**config.mk**
```make
export PLATFORM = sky130hd
export DESIGN_NAME = sliding_window_mean_unit
export DESIGN_NICKNAME = d
export VERILOG_FILES = /design/src/swm_pkg.sv /design/src/swm_ram.sv /design/src/swm_div.sv /design/src/sliding_window_mean_unit.sv
export SDC_FILE = /design/constraint.sdc
export NUM_CORES = 1
export LEC_CHECK = 0
export BUFFER_PORTS_ARGS = -buffer_cell sky130_fd_sc_hd__buf_2
export CORE_MARGIN = 8
export CORE_UTILIZATION = 57
export DETAILED_ROUTE_END_ITERATION = 6
export HOLD_SLACK_MARGIN = 0.02
export PLACE_DENSITY_LB_ADDON = 0.2
export SLEW_MARGIN = 20
export SYNTH_ARGS = -nofsm -noshare
export SYNTH_HDL_FRONTEND = slang
export SYNTH_HIERARCHICAL = 1
export SYNTH_SLANG_ARGS = --single-unit
```
**constraint.sdc**
```tcl
create_clock -name i_clk -period 3.8 [get_ports i_clk]
set_input_delay 0.38 -clock i_clk [delete_from_list [all_inputs] [get_ports i_clk]]
set_output_delay 0.38 -clock i_clk [all_outputs]
set_load 0.005 [all_outputs]
```
**src/swm_pkg.sv**
```systemverilog
// shared constants and types for the sliding window mean unit
`timescale 1ns / 1ps
`default_nettype none

package swm_pkg;

    localparam int WINDOW_MAX_DEF  = 64;
    localparam int SAMPLE_BITS_DEF = 16;
    localparam int FRAC_BITS_DEF   = 8;

    // window length register
    localparam int             CFG_W            = 7;
    localparam logic [CFG_W-1:0] WINDOW_LEN_RESET = 7'd4;

    // sequencer states, one-hot
    typedef enum logic [5:0] {
        S_IDLE  = 6'b000001,
        S_READ  = 6'b000010,
        S_UPD   = 6'b000100,
        S_START = 6'b001000,
        S_DIV   = 6'b010000,
        S_OUT   = 6'b100000
    } t_state;

    // handshake between sequencer and divider
    typedef struct packed {
        logic busy;
        logic done;
    } t_div_stat;

endpackage

`default_nettype wire

```
**src/swm_ram.sv**
```systemverilog
// generic simple dual-port ram with registered read
`timescale 1ns / 1ps
`default_nettype none

module swm_ram #(
    parameter int WIDTH = 16,
    parameter int DEPTH = 64,
    parameter int AW    = (DEPTH > 1) ? $clog2(DEPTH) : 1
) (
    input  wire logic             i_clk,
    input  wire logic             i_wr_en,
    input  wire logic [AW-1:0]    i_wr_addr,
    input  wire logic [WIDTH-1:0] i_wr_data,
    input  wire logic             i_rd_en,
    input  wire logic [AW-1:0]    i_rd_addr,
    output logic      [WIDTH-1:0] o_rd_data
);

    logic [WIDTH-1:0] r_mem [DEPTH];

    always_ff @(posedge i_clk) begin
        if (i_wr_en) begin
            r_mem[i_wr_addr] <= i_wr_data;
        end
        if (i_rd_en) begin
            o_rd_data <= r_mem[i_rd_addr];
        end
    end

endmodule

`default_nettype wire

```
**src/swm_div.sv**
```systemverilog
// radix-2 restoring divider, signed sum scaled by 2^frac over an unsigned window length
`timescale 1ns / 1ps
`default_nettype none

module swm_div #(
    parameter int SUM_W     = 22,
    parameter int DIV_W     = 7,
    parameter int FRAC_BITS = 8,
    parameter int OUT_W     = 24
) (
    input  wire logic                    i_clk,
    input  wire logic                    i_rst_n,
    input  wire logic                    i_start,
    input  wire logic signed [SUM_W-1:0] i_sum,
    input  wire logic [DIV_W-1:0]        i_divisor,
    output swm_pkg::t_div_stat           o_stat,
    output logic      [OUT_W-1:0]        o_quotient
);

    import swm_pkg::*;

    localparam int DIVD_W = SUM_W + FRAC_BITS;
    localparam int CNT_W  = $clog2(DIVD_W + 1);

    logic [DIVD_W-1:0] r_quo, n_quo;
    logic [DIV_W-1:0]  r_rem, n_rem;
    logic [DIV_W-1:0]  r_dvs;
    logic [CNT_W-1:0]  r_cnt;
    logic              r_busy, r_done, r_neg;

    logic [SUM_W-1:0]  mag;
    logic [DIV_W:0]    trial;
    logic [DIV_W:0]    diff;
    logic              q_bit;
    logic [OUT_W-1:0]  q_low;

    // magnitude of the sum, most negative value maps onto its unsigned twin
    assign mag = i_sum[SUM_W-1] ? (~i_sum + SUM_W'(1)) : i_sum;

    // one quotient bit a cycle
    assign trial = {r_rem, r_quo[DIVD_W-1]};
    assign diff  = trial - {1'b0, r_dvs};
    assign q_bit = (trial >= {1'b0, r_dvs});

    always_comb begin
        n_rem = q_bit ? diff[DIV_W-1:0] : trial[DIV_W-1:0];
        n_quo = {r_quo[DIVD_W-2:0], q_bit};
    end

    always_ff @(posedge i_clk) begin
        if (!i_rst_n) begin
            r_busy <= 1'b0;
            r_done <= 1'b0;
            r_cnt  <= '0;
        end else begin
            r_done <= 1'b0;
            if (i_start) begin
                r_busy <= 1'b1;
                r_cnt  <= CNT_W'(DIVD_W);
            end else if (r_busy) begin
                r_cnt <= r_cnt - CNT_W'(1);
                if (r_cnt == CNT_W'(1)) begin
                    r_busy <= 1'b0;
                    r_done <= 1'b1;
                end
            end
        end
    end

    always_ff @(posedge i_clk) begin
        if (i_start) begin
            r_quo <= DIVD_W'(mag) << FRAC_BITS;
            r_rem <= '0;
            r_dvs <= i_divisor;
            r_neg <= i_sum[SUM_W-1];
        end else if (r_busy) begin
            r_quo <= n_quo;
            r_rem <= n_rem;
        end
    end

    // truncation toward zero: negate the magnitude quotient for a negative sum
    assign q_low      = r_quo[OUT_W-1:0];
    assign o_quotient = r_neg ? (~q_low + OUT_W'(1)) : q_low;

    assign o_stat.busy = r_busy;
    assign o_stat.done = r_done;

endmodule

`default_nettype wire

```
**src/sliding_window_mean_unit.sv**
```systemverilog
// sliding window mean unit: ring of samples, running sum and shared serial divider
//   input channel  : i_valid / o_ready carry i_sample (signed) and i_new_array;
//                    a transfer happens when both are high at a rising edge
//   output channel : o_valid / i_ready carry o_window_mean, signed, FRAC_BITS
//                    fractional bits, mean of the last window_len samples
//                    truncated toward zero
//   configuration  : i_cfg_wr_en writes i_cfg_wr_data into window_len between
//                    samples; every write empties the window; zero acts as 1,
//                    values above WINDOW_MAX act as WINDOW_MAX
//   timing         : one sample at a time; a sample giving no mean passes through
//                    S_READ and S_UPD back to S_IDLE before the next ready; one
//                    giving a mean also passes S_START, S_DIV and S_OUT, paced by the
//                    restoring divider that makes one quotient bit a cycle; the
//                    mean is loaded into the output register in S_OUT, after the
//                    divider raises done and the sequencer leaves S_DIV
//   stall          : the finished mean sits in an output register, so the next
//                    sample is taken while it waits; a later mean holds in the
//                    sequencer until that register is free
//   reset          : i_rst_n, synchronous active low, empties the window and
//                    sets window_len to 4; the sample ring is not cleared
`timescale 1ns / 1ps
`default_nettype none

module sliding_window_mean_unit #(
    parameter int WINDOW_MAX  = swm_pkg::WINDOW_MAX_DEF,
    parameter int SAMPLE_BITS = swm_pkg::SAMPLE_BITS_DEF,
    parameter int FRAC_BITS   = swm_pkg::FRAC_BITS_DEF
) (
    input  wire logic                                i_clk,
    input  wire logic                                i_rst_n,
    // configuration
    input  wire logic                                i_cfg_wr_en,
    input  wire logic [swm_pkg::CFG_W-1:0]           i_cfg_wr_data,
    // sample input
    input  wire logic                                i_valid,
    output logic                                     o_ready,
    input  wire logic signed [SAMPLE_BITS-1:0]       i_sample,
    input  wire logic                                i_new_array,
    // mean output
    output logic                                     o_valid,
    input  wire logic                                i_ready,
    output logic signed [SAMPLE_BITS+FRAC_BITS-1:0]  o_window_mean
);

    import swm_pkg::*;

    localparam int OUT_W = SAMPLE_BITS + FRAC_BITS;
    localparam int PTR_W = (WINDOW_MAX > 1) ? $clog2(WINDOW_MAX) : 1;
    localparam int MW    = $clog2(WINDOW_MAX + 1);
    localparam int SUM_W = SAMPLE_BITS + $clog2(WINDOW_MAX);
    localparam int CMP_W = (MW > CFG_W) ? MW : CFG_W;
    localparam int IDX_W = ((PTR_W > MW) ? PTR_W : MW) + 1;

    // control state
    t_state                   r_state;
    logic [CFG_W-1:0]         r_window_len;
    logic [MW-1:0]            r_fill;
    logic [PTR_W-1:0]         r_wp;
    logic signed [SUM_W-1:0]  r_sum;
    logic                     r_out_valid;

    // payload
    logic signed [SAMPLE_BITS-1:0] r_sample;
    logic [OUT_W-1:0]              r_mean;

    // effective window and ring addressing
    logic [CMP_W-1:0]         wl_ext;
    logic [MW-1:0]            eff_m;
    logic [IDX_W-1:0]         wp_x, m_x, old_x;
    logic [PTR_W-1:0]         old_idx;
    logic [PTR_W-1:0]         wp_next;
    logic [MW-1:0]            fill_next;
    logic                     window_full;

    logic [SAMPLE_BITS-1:0]   ram_rd_data;
    logic signed [SUM_W-1:0]  old_term;
    logic signed [SUM_W-1:0]  sum_next;

    t_div_stat                div_stat;
    logic [OUT_W-1:0]         div_q;
    logic                     out_free;

    // window length: zero counts as one, clamp at the ring size
    always_comb begin
        wl_ext = CMP_W'(r_window_len);
        if (wl_ext == '0) begin
            eff_m = MW'(1);
        end else if (wl_ext > CMP_W'(WINDOW_MAX)) begin
            eff_m = MW'(WINDOW_MAX);
        end else begin
            eff_m = MW'(wl_ext);
        end
    end

    // slot of the sample that leaves the window, m places behind the write pointer
    always_comb begin
        wp_x  = IDX_W'(r_wp);
        m_x   = IDX_W'(eff_m);
        old_x = (wp_x >= m_x) ? (wp_x - m_x) : (wp_x + IDX_W'(WINDOW_MAX) - m_x);
    end
    assign old_idx = old_x[PTR_W-1:0];

    assign wp_next     = (r_wp == PTR_W'(WINDOW_MAX - 1)) ? '0 : (r_wp + PTR_W'(1));
    assign window_full = (r_fill >= eff_m);
    assign fill_next   = window_full ? r_fill : (r_fill + MW'(1));

    // drop the leaving sample once the window is full, then add the new one
    assign old_term = window_full ? SUM_W'(signed'(ram_rd_data)) : '0;
    assign sum_next = r_sum - old_term + SUM_W'(r_sample);

    assign out_free = !r_out_valid || i_ready;

    swm_ram #(
        .WIDTH (SAMPLE_BITS),
        .DEPTH (WINDOW_MAX)
    ) u_ring (
        .i_clk     (i_clk),
        .i_wr_en   (r_state == S_UPD),
        .i_wr_addr (r_wp),
        .i_wr_data (r_sample),
        .i_rd_en   (r_state == S_READ),
        .i_rd_addr (old_idx),
        .o_rd_data (ram_rd_data)
    );

    swm_div #(
        .SUM_W     (SUM_W),
        .DIV_W     (MW),
        .FRAC_BITS (FRAC_BITS),
        .OUT_W     (OUT_W)
    ) u_div (
        .i_clk      (i_clk),
        .i_rst_n    (i_rst_n),
        .i_start    (r_state == S_START),
        .i_sum      (r_sum),
        .i_divisor  (eff_m),
        .o_stat     (div_stat),
        .o_quotient (div_q)
    );

    // sequencer
    always_ff @(posedge i_clk) begin
        if (!i_rst_n) begin
            r_state      <= S_IDLE;
            r_window_len <= WINDOW_LEN_RESET;
            r_fill       <= '0;
            r_wp         <= '0;
            r_sum        <= '0;
            r_out_valid  <= 1'b0;
        end else begin
            // output register: loaded from the divider, emptied by its transfer
            if ((r_state == S_OUT) && out_free) begin
                r_out_valid <= 1'b1;
            end else if (o_valid && i_ready) begin
                r_out_valid <= 1'b0;
            end

            case (r_state)
                S_IDLE: begin
                    if (i_cfg_wr_en) begin
                        r_window_len <= i_cfg_wr_data;
                        r_fill       <= '0;
                        r_wp         <= '0;
                        r_sum        <= '0;
                    end else if (i_valid) begin
                        // a new array empties the window before its first sample
                        if (i_new_array) begin
                            r_fill <= '0;
                            r_wp   <= '0;
                            r_sum  <= '0;
                        end
                        r_state <= S_READ;
                    end
                end
                S_READ: begin
                    r_state <= S_UPD;
                end
                S_UPD: begin
                    r_sum  <= sum_next;
                    r_fill <= fill_next;
                    r_wp   <= wp_next;
                    r_state <= (fill_next >= eff_m) ? S_START : S_IDLE;
                end
                S_START: begin
                    r_state <= S_DIV;
                end
                S_DIV: begin
                    if (div_stat.done) begin
                        r_state <= S_OUT;
                    end
                end
                S_OUT: begin
                    if (out_free) begin
                        r_state <= S_IDLE;
                    end
                end
                default: begin
                    r_state <= S_IDLE;
                end
            endcase
        end
    end

    // payload registers
    always_ff @(posedge i_clk) begin
        if ((r_state == S_IDLE) && i_valid && !i_cfg_wr_en) begin
            r_sample <= i_sample;
        end
        if ((r_state == S_OUT) && out_free) begin
            r_mean <= div_q;
        end
    end

    // a configuration write takes the cycle, the sample waits while i_cfg_wr_en is high
    assign o_ready       = (r_state == S_IDLE) && !i_cfg_wr_en;
    assign o_valid       = r_out_valid;
    assign o_window_mean = signed'(r_mean);

    // checks
    a_idle_div_quiet : assert property (@(posedge i_clk) disable iff (!i_rst_n)
        (r_state == S_IDLE) |-> !div_stat.busy)
        else $error("divider busy while sequencer idle");

    a_fill_bound : assert property (@(posedge i_clk) disable iff (!i_rst_n)
        r_fill <= eff_m)
        else $error("fill count above window length");

    a_done_in_div : assert property (@(posedge i_clk) disable iff (!i_rst_n)
        div_stat.done |-> (r_state == S_DIV))
        else $error("divider finished outside the divide step");

    a_start_after_upd : assert property (@(posedge i_clk) disable iff (!i_rst_n)
        (r_state == S_START) |-> (r_fill >= eff_m))
        else $error("division started on a window that is not full");

endmodule

`default_nettype wire
```
Word-level counts from Yosys, hierarchy flattened
Memories as Yosys holds them, arrays and structs flattened. A register that Yosys moved wholly into a read port is not among the register bits.
Index checks and enable logic that the tools add are counted.
Word-level totals
  flip-flop bits (word level): 141
  output and inout port bits: 26
  logic and storage cells: 108
  memories kept: 1
  memory bits (writable): 1024
  bits of input ports: 29
Operators by class
  multiplexer cells: 39
  $add $sub $neg: 11
  $lt $le $gt $ge: 5
  bitwise operators: 4
  eq/ne operators: 14
  reductions and logical operators: 17
Memories
  u_ring.r_mem: depth 64, width 16, read ports 1, clocked after memory_dff 1, wr ports 1, RTL line swm_ram.sv:19  | logic [WIDTH-1:0] r_mem [DEPTH];
Operators with widths (number)
  two-way mux 22 bit: 5
  two-way mux 30 bit: 2
  two-way mux 6 bit: 9
  two-way mux 7 bit: 7
  one-hot mux 22 bit (2 select lines): 1
  one-hot mux 6 bit (6 select lines): 1
  adder 24 x 1 -> 24 bit, second input constant: 1
  two-way mux 24 bit: 1
  NOT 24 bit: 1
  adder 22 x 16 -> 22 bit: 1
  adder 22 x 2 -> 22 bit, second input constant: 1
  NOT 22 bit: 1
  subtractor 22 bit: 1
  greater-or-equal comparator 7 bit: 2
  one-hot mux 7 bit (2 select lines): 1
  adder 6 x 1 -> 6 bit, second input constant: 2
  == test 6 bit, second input constant: 2
  one-hot mux 6 bit (2 select lines): 1
  subtractor 6 bit: 2
  two-way mux 5 bit: 2
  greater-or-equal comparator 8 x 7 -> 1 bit: 1
  two-way mux 1 bit: 8
  adder 7 x 1 -> 7 bit, second input constant: 1
  greater-or-equal comparator 6 x 7 -> 1 bit: 1
  24 further kinds: 35

Logic depth before layout (Yosys ltp)
  word-level depth: 8
  gate-level depth with buffers: 20
  mapped depth without buffers: 19

Hierarchy
The synthesis kept the hierarchy.
Modules (own cells, without submodules)
  swm_ram: area each 40202.3 µm², sequential area each 31230.0 µm², instances 1, cells an instance 1829
  sliding_window_mean_unit: area each 5769.3 µm², sequential area each 2182.1 µm², instances 1, cells an instance 603
  swm_div: area each 3285.7 µm², sequential area each 1341.3 µm², instances 1, cells an instance 334

Least setup slack after synthesis
Ideal clock, no wire load.
  path type: register to register
  start: register r_window_len[2]
  end: register r_sum[21]
  cell stages (with the launch flop): 20
  data arrival time: 4.041 ns
  period minus slack after synthesis: 4.158 ns
  path buffers: 1
  slack: -0.358 ns
  required time: 3.683 ns
  setup time: 0.117 ns
  path through: dfxtp_1 nor3_1 a21oi_1 nor2_1 ha_1 nand2b_4 a2111oi_4 o41ai_4 clkbuf_1 and2_1 fa_1 inv_1 ha_1 a211oi_1 o21ai_1 o2111ai_2 a21oi_2 a311oi_2 xnor2_1 a22o_1
Between the ends
  cells in the longest elaborated chain, start to end: 8
  elaborated cells on any way between the ends: 9
  classes of those cells: 2 x add/sub; 2 x order compare; 4 x mux; 1 x reduce/logical
Ends and longest elaborated chain
  start, declared: RTL line sliding_window_mean_unit.sv:56  | logic [CFG_W-1:0] r_window_len;
  start signal, assigned: RTL line sliding_window_mean_unit.sv:161  | r_window_len <= i_cfg_wr_data;
  greater-than comparator 7 bit: RTL line sliding_window_mean_unit.sv:88  | end else if (wl_ext > CMP_W'(WINDOW_MAX)) begin
  two-way mux 7 bit: RTL line sliding_window_mean_unit.sv:88
  two-way mux 7 bit *: RTL line sliding_window_mean_unit.sv:86  | if (wl_ext == '0) begin
  named net eff_m[0]: RTL line sliding_window_mean_unit.sv:68  | logic [MW-1:0] eff_m;
  greater-or-equal comparator 7 bit *: RTL line sliding_window_mean_unit.sv:104  | assign window_full = (r_fill >= eff_m);
  two-way mux 22 bit *: RTL line sliding_window_mean_unit.sv:108  | assign old_term = window_full ? SUM_W'(signed'(ram_rd_data)) : '0;
  subtractor 22 bit *: RTL line sliding_window_mean_unit.sv:109  | assign sum_next = r_sum - old_term + SUM_W'(r_sample);
  adder 22 x 16 -> 22 bit *: RTL line sliding_window_mean_unit.sv:109
  one-hot mux 22 bit (2 select lines) *: RTL line sliding_window_mean_unit.sv:158  | case (r_state)
  end signal, assigned: RTL line sliding_window_mean_unit.sv:179  | r_sum <= sum_next;
  end, declared: RTL line sliding_window_mean_unit.sv:59  | logic signed [SUM_W-1:0] r_sum;
Mark *: on every way through the listed nets, which the timed path passes. The rest lies on a longest branch.
A chain may end at the register's enable or synchronous reset.

Worst setup path after layout
  start: register r_window_len[4]
  end: register r_sum[21]
The elaborated chain is that of the path after synthesis.

==> metrics.md <==
| Metric | Value |
|---|---|
| Status | `finished, violations left` |
| Failing checks | `negative setup slack` |
| Via count | `approximately 27,000` |
| Worst-Margin Slew | `approximately 0.90 ns` |
| Fin nets | `approximately 3,300` |
| CTS Buf Count | `~120` |
| Leakage | `between 0.015 and 0.02 µW` |
| Max_cap viols | `0` |
| First-pass GRT wire length | `~180,000 µm` |
| Design Area, Final | `between 0.05 and 0.06 mm²` |
| Clock sink count | `1,181` |
| Slew HR | `between 40% and 50%` |
| Die area | `0.09607 mm²` |
| Peak Freq | `about 250 MHz` |
| Initial antenna violation count | `3` |
| Port bufs | `54` |
| Min-delay src | `i_valid` |
| CP Class | `flip-flop to flip-flop` |
| Gate count after technology mapping | `roughly 2,800` |
| Detailed Route Iter0 Violations | `slightly above 3,000` |
| GP Congestion | `0.9201` |
| Area grow syn2layout | `16.86%` |
| Die X | `~310 µm` |
| Final setup violation count | `16` |
| Hold Path Class | `input port to flip-flop` |
| Clk_skew | `around 0.07 ns` |
| Placed Area | `around 0.053 mm²` |
| Yosys warnings | `6` |
| Startpoint type of the worst setup path | `flip-flop` |
| Post-Route WL | `between 100,000 and 150,000 µm` |
| Worst Setup SP | `r_window_len[4]$_SDFFE_PN0P_` |
| # IOs | `55` |
| Clock Latency Late Sink | `between 0.7 and 0.8 ns` |
| Synthesized area | `0.04925 mm²` |
| Maximum clock path buffer count | `3` |
| Clk slew on worst S/H paths | `approximately 0.060 ns` |
| Crit path arrival time | `4.66 ns` |
| Total negative slack | `-2.880 ns` |
| Antenna-violating nets left | `0` |
| Reg-to-reg startpoint | `r_window_len[4]$_SDFFE_PN0P_` |
| Core area | `0.08621 mm²` |
| Flop2flop setup slack | `-0.28 ns` |
| Pin count of the biggest net entering global routing | `66` |
| Final setup margin | `-0.2807 ns` |
| Worst reg2reg path depth | `19` |
| Gr ovfl total | `0` |
| Period minus WS final | `about 4 ns` |
| Post-Syn Nets | `2,871` |
| Initial Utilization | `a little under three fifths` |
| Max VDD drop | `0.4496 mV` |
| GRT Resource Usage Total | `around 25%` |
| Max Transition Viols Final | `0` |
| Rows | `108` |
| Data required, critical path | `around 4.4 ns` |
| RSZ-0062 raised after global routing | `yes` |
| N_diodes | `0` |
| Power density over the cells | `just under 600 mW/mm²` |
| Fin. Hold Viols | `0` |
| Critical path endpoint category | `flip-flop` |
| Worst reg2reg endpoint | `r_sum[21]$_SDFFE_PN0P_` |
| Die H | `309.9 µm` |
| Synthesized area per cell | `~18 µm²` |
| Vias per cell | `6.145` |
| Share of cells above drive strength 1 | `between 20% and 30%` |
| Final Cycle Share | `107.4%` |
| # DRC | `0` |
| Hpwl dp | `between 70,000 and 80,000 µm` |
| CP max FO | `17` |
| Vias in the first global route | `27,734` |
| Most frequent cells in the layout | `edfxtp_1 (1,110), buf_4 (302), mux4_2 (220), nand2_1 (122), nor2_1 (118)` |
| Commonest non-fill, non-tap cell in the layout | `edfxtp_1` |
| CTS tree | `built` |
| Clk root buf | `clkbuf_16` |
| Routed len/inst | `26.78 µm` |
| Crit path capture | `r_sum[21]$_SDFFE_PN0P_` |
| H-tree depth | `3` |
| Pre-antenna DRT Iters | `5` |
[layout make-up]
cell class | count | area (µm²)
timing repair buffer | 414 | 3373
sequential | 1181 | 34760
multi-input combinational | 1325 | 13870
inverter | 122 | 473.0
fill | 5723 | 28660
clock inverter | 67 | 624.3
tap | 1155 | 1445
clock buffer | 144 | 3008
[flip-flops by register name, indices dropped and copies added (netlist names), 16 cells and up]
| register | flops |
|---|---|
| o_window_mean | 24 |
| r_sum | 22 |
| u_ring/o_rd_data | 16 |
| u_ring/r_mem | 1024 |
| u_div/r_quo | 30 |
| r_sample | 16 |
[power by group]
group	internal, µW	switching (µW)
clock network	6050	4890
registers	14400	53.3
logic	4160	4690
[worst min path at each step]
stage                                  endpoint  slack (ns)  cells past startpoint
finish                  r_state[1]$_SDFFE_PN0P_        0.13                      3
global route            r_state[1]$_SDFFE_PN0P_        0.13                      3
CTS                     r_state[1]$_SDFFE_PN0P_        0.08                      3
detailed placement  u_div/r_rem[6]$_SDFFE_PP0P_        0.44                      1
global placement    u_div/r_rem[6]$_SDFFE_PP0P_        0.43                      1
floorplan           u_div/r_rem[6]$_SDFFE_PP0P_        0.43                      1
[layer usage]
metal,part of all wire [%],up-vias,wire length [µm],global-route usage (%)
met4,4.2,2,4982,9.302
li1,-,11731,-,-
met2,49,1075,57630,40.83
met1,40,14033,47160,33.38
met5,0.0093,-,11,0
met3,7.0,246,8245,3.850
[metrics by stage]
stage | util [%] | total power, µW | setup WS, ns | cells | hold WS (ns)
after floorplan | - | 19600 | -0.1378 | 2765 | 0.4272
after global placement | 61.48 | 22720 | -0.2664 | 4162 | 0.4348
after detailed placement | 61.48 | 22850 | -0.2856 | 4162 | 0.4430
after CTS | 66.46 | 34190 | -0.2299 | 4408 | 0.08385
after global routing | 66.76 | 35390 | -0.5214 | 4408 | 0.1292
final | 66.76 | 34280 | -0.2807 | 4408 | 0.1323
[worst max-delay path, stage by stage, from the launching register on]
cell	delay (ns)
dfxtp_2	0.32
nor3_2	0.15
a21oi_1	0.08
nor2_1	0.17
ha_1	0.27
nand2b_4	0.15
a2111oi_4	0.34
o41ai_4	0.14
buf_12	0.17
and2_4	0.14
fa_1	0.55
inv_2	0.05
ha_4	0.22
a211oi_2	0.21
o21ai_2	0.10
o2111ai_2	0.28
a21oi_4	0.13
a311oi_2	0.23
xnor2_1	0.10
a22o_1	0.17
[repair_timing]
action,CTS,global route
hold buffers,24,0
hold endpoints to repair,24,0
gates resized for setup,55,51
endpoints found under the setup margin,30,34
cloned,1,0
buffers inserted,10,3
pin swaps,14,21
No activity file was read; power rests on OpenSTA's default activity.
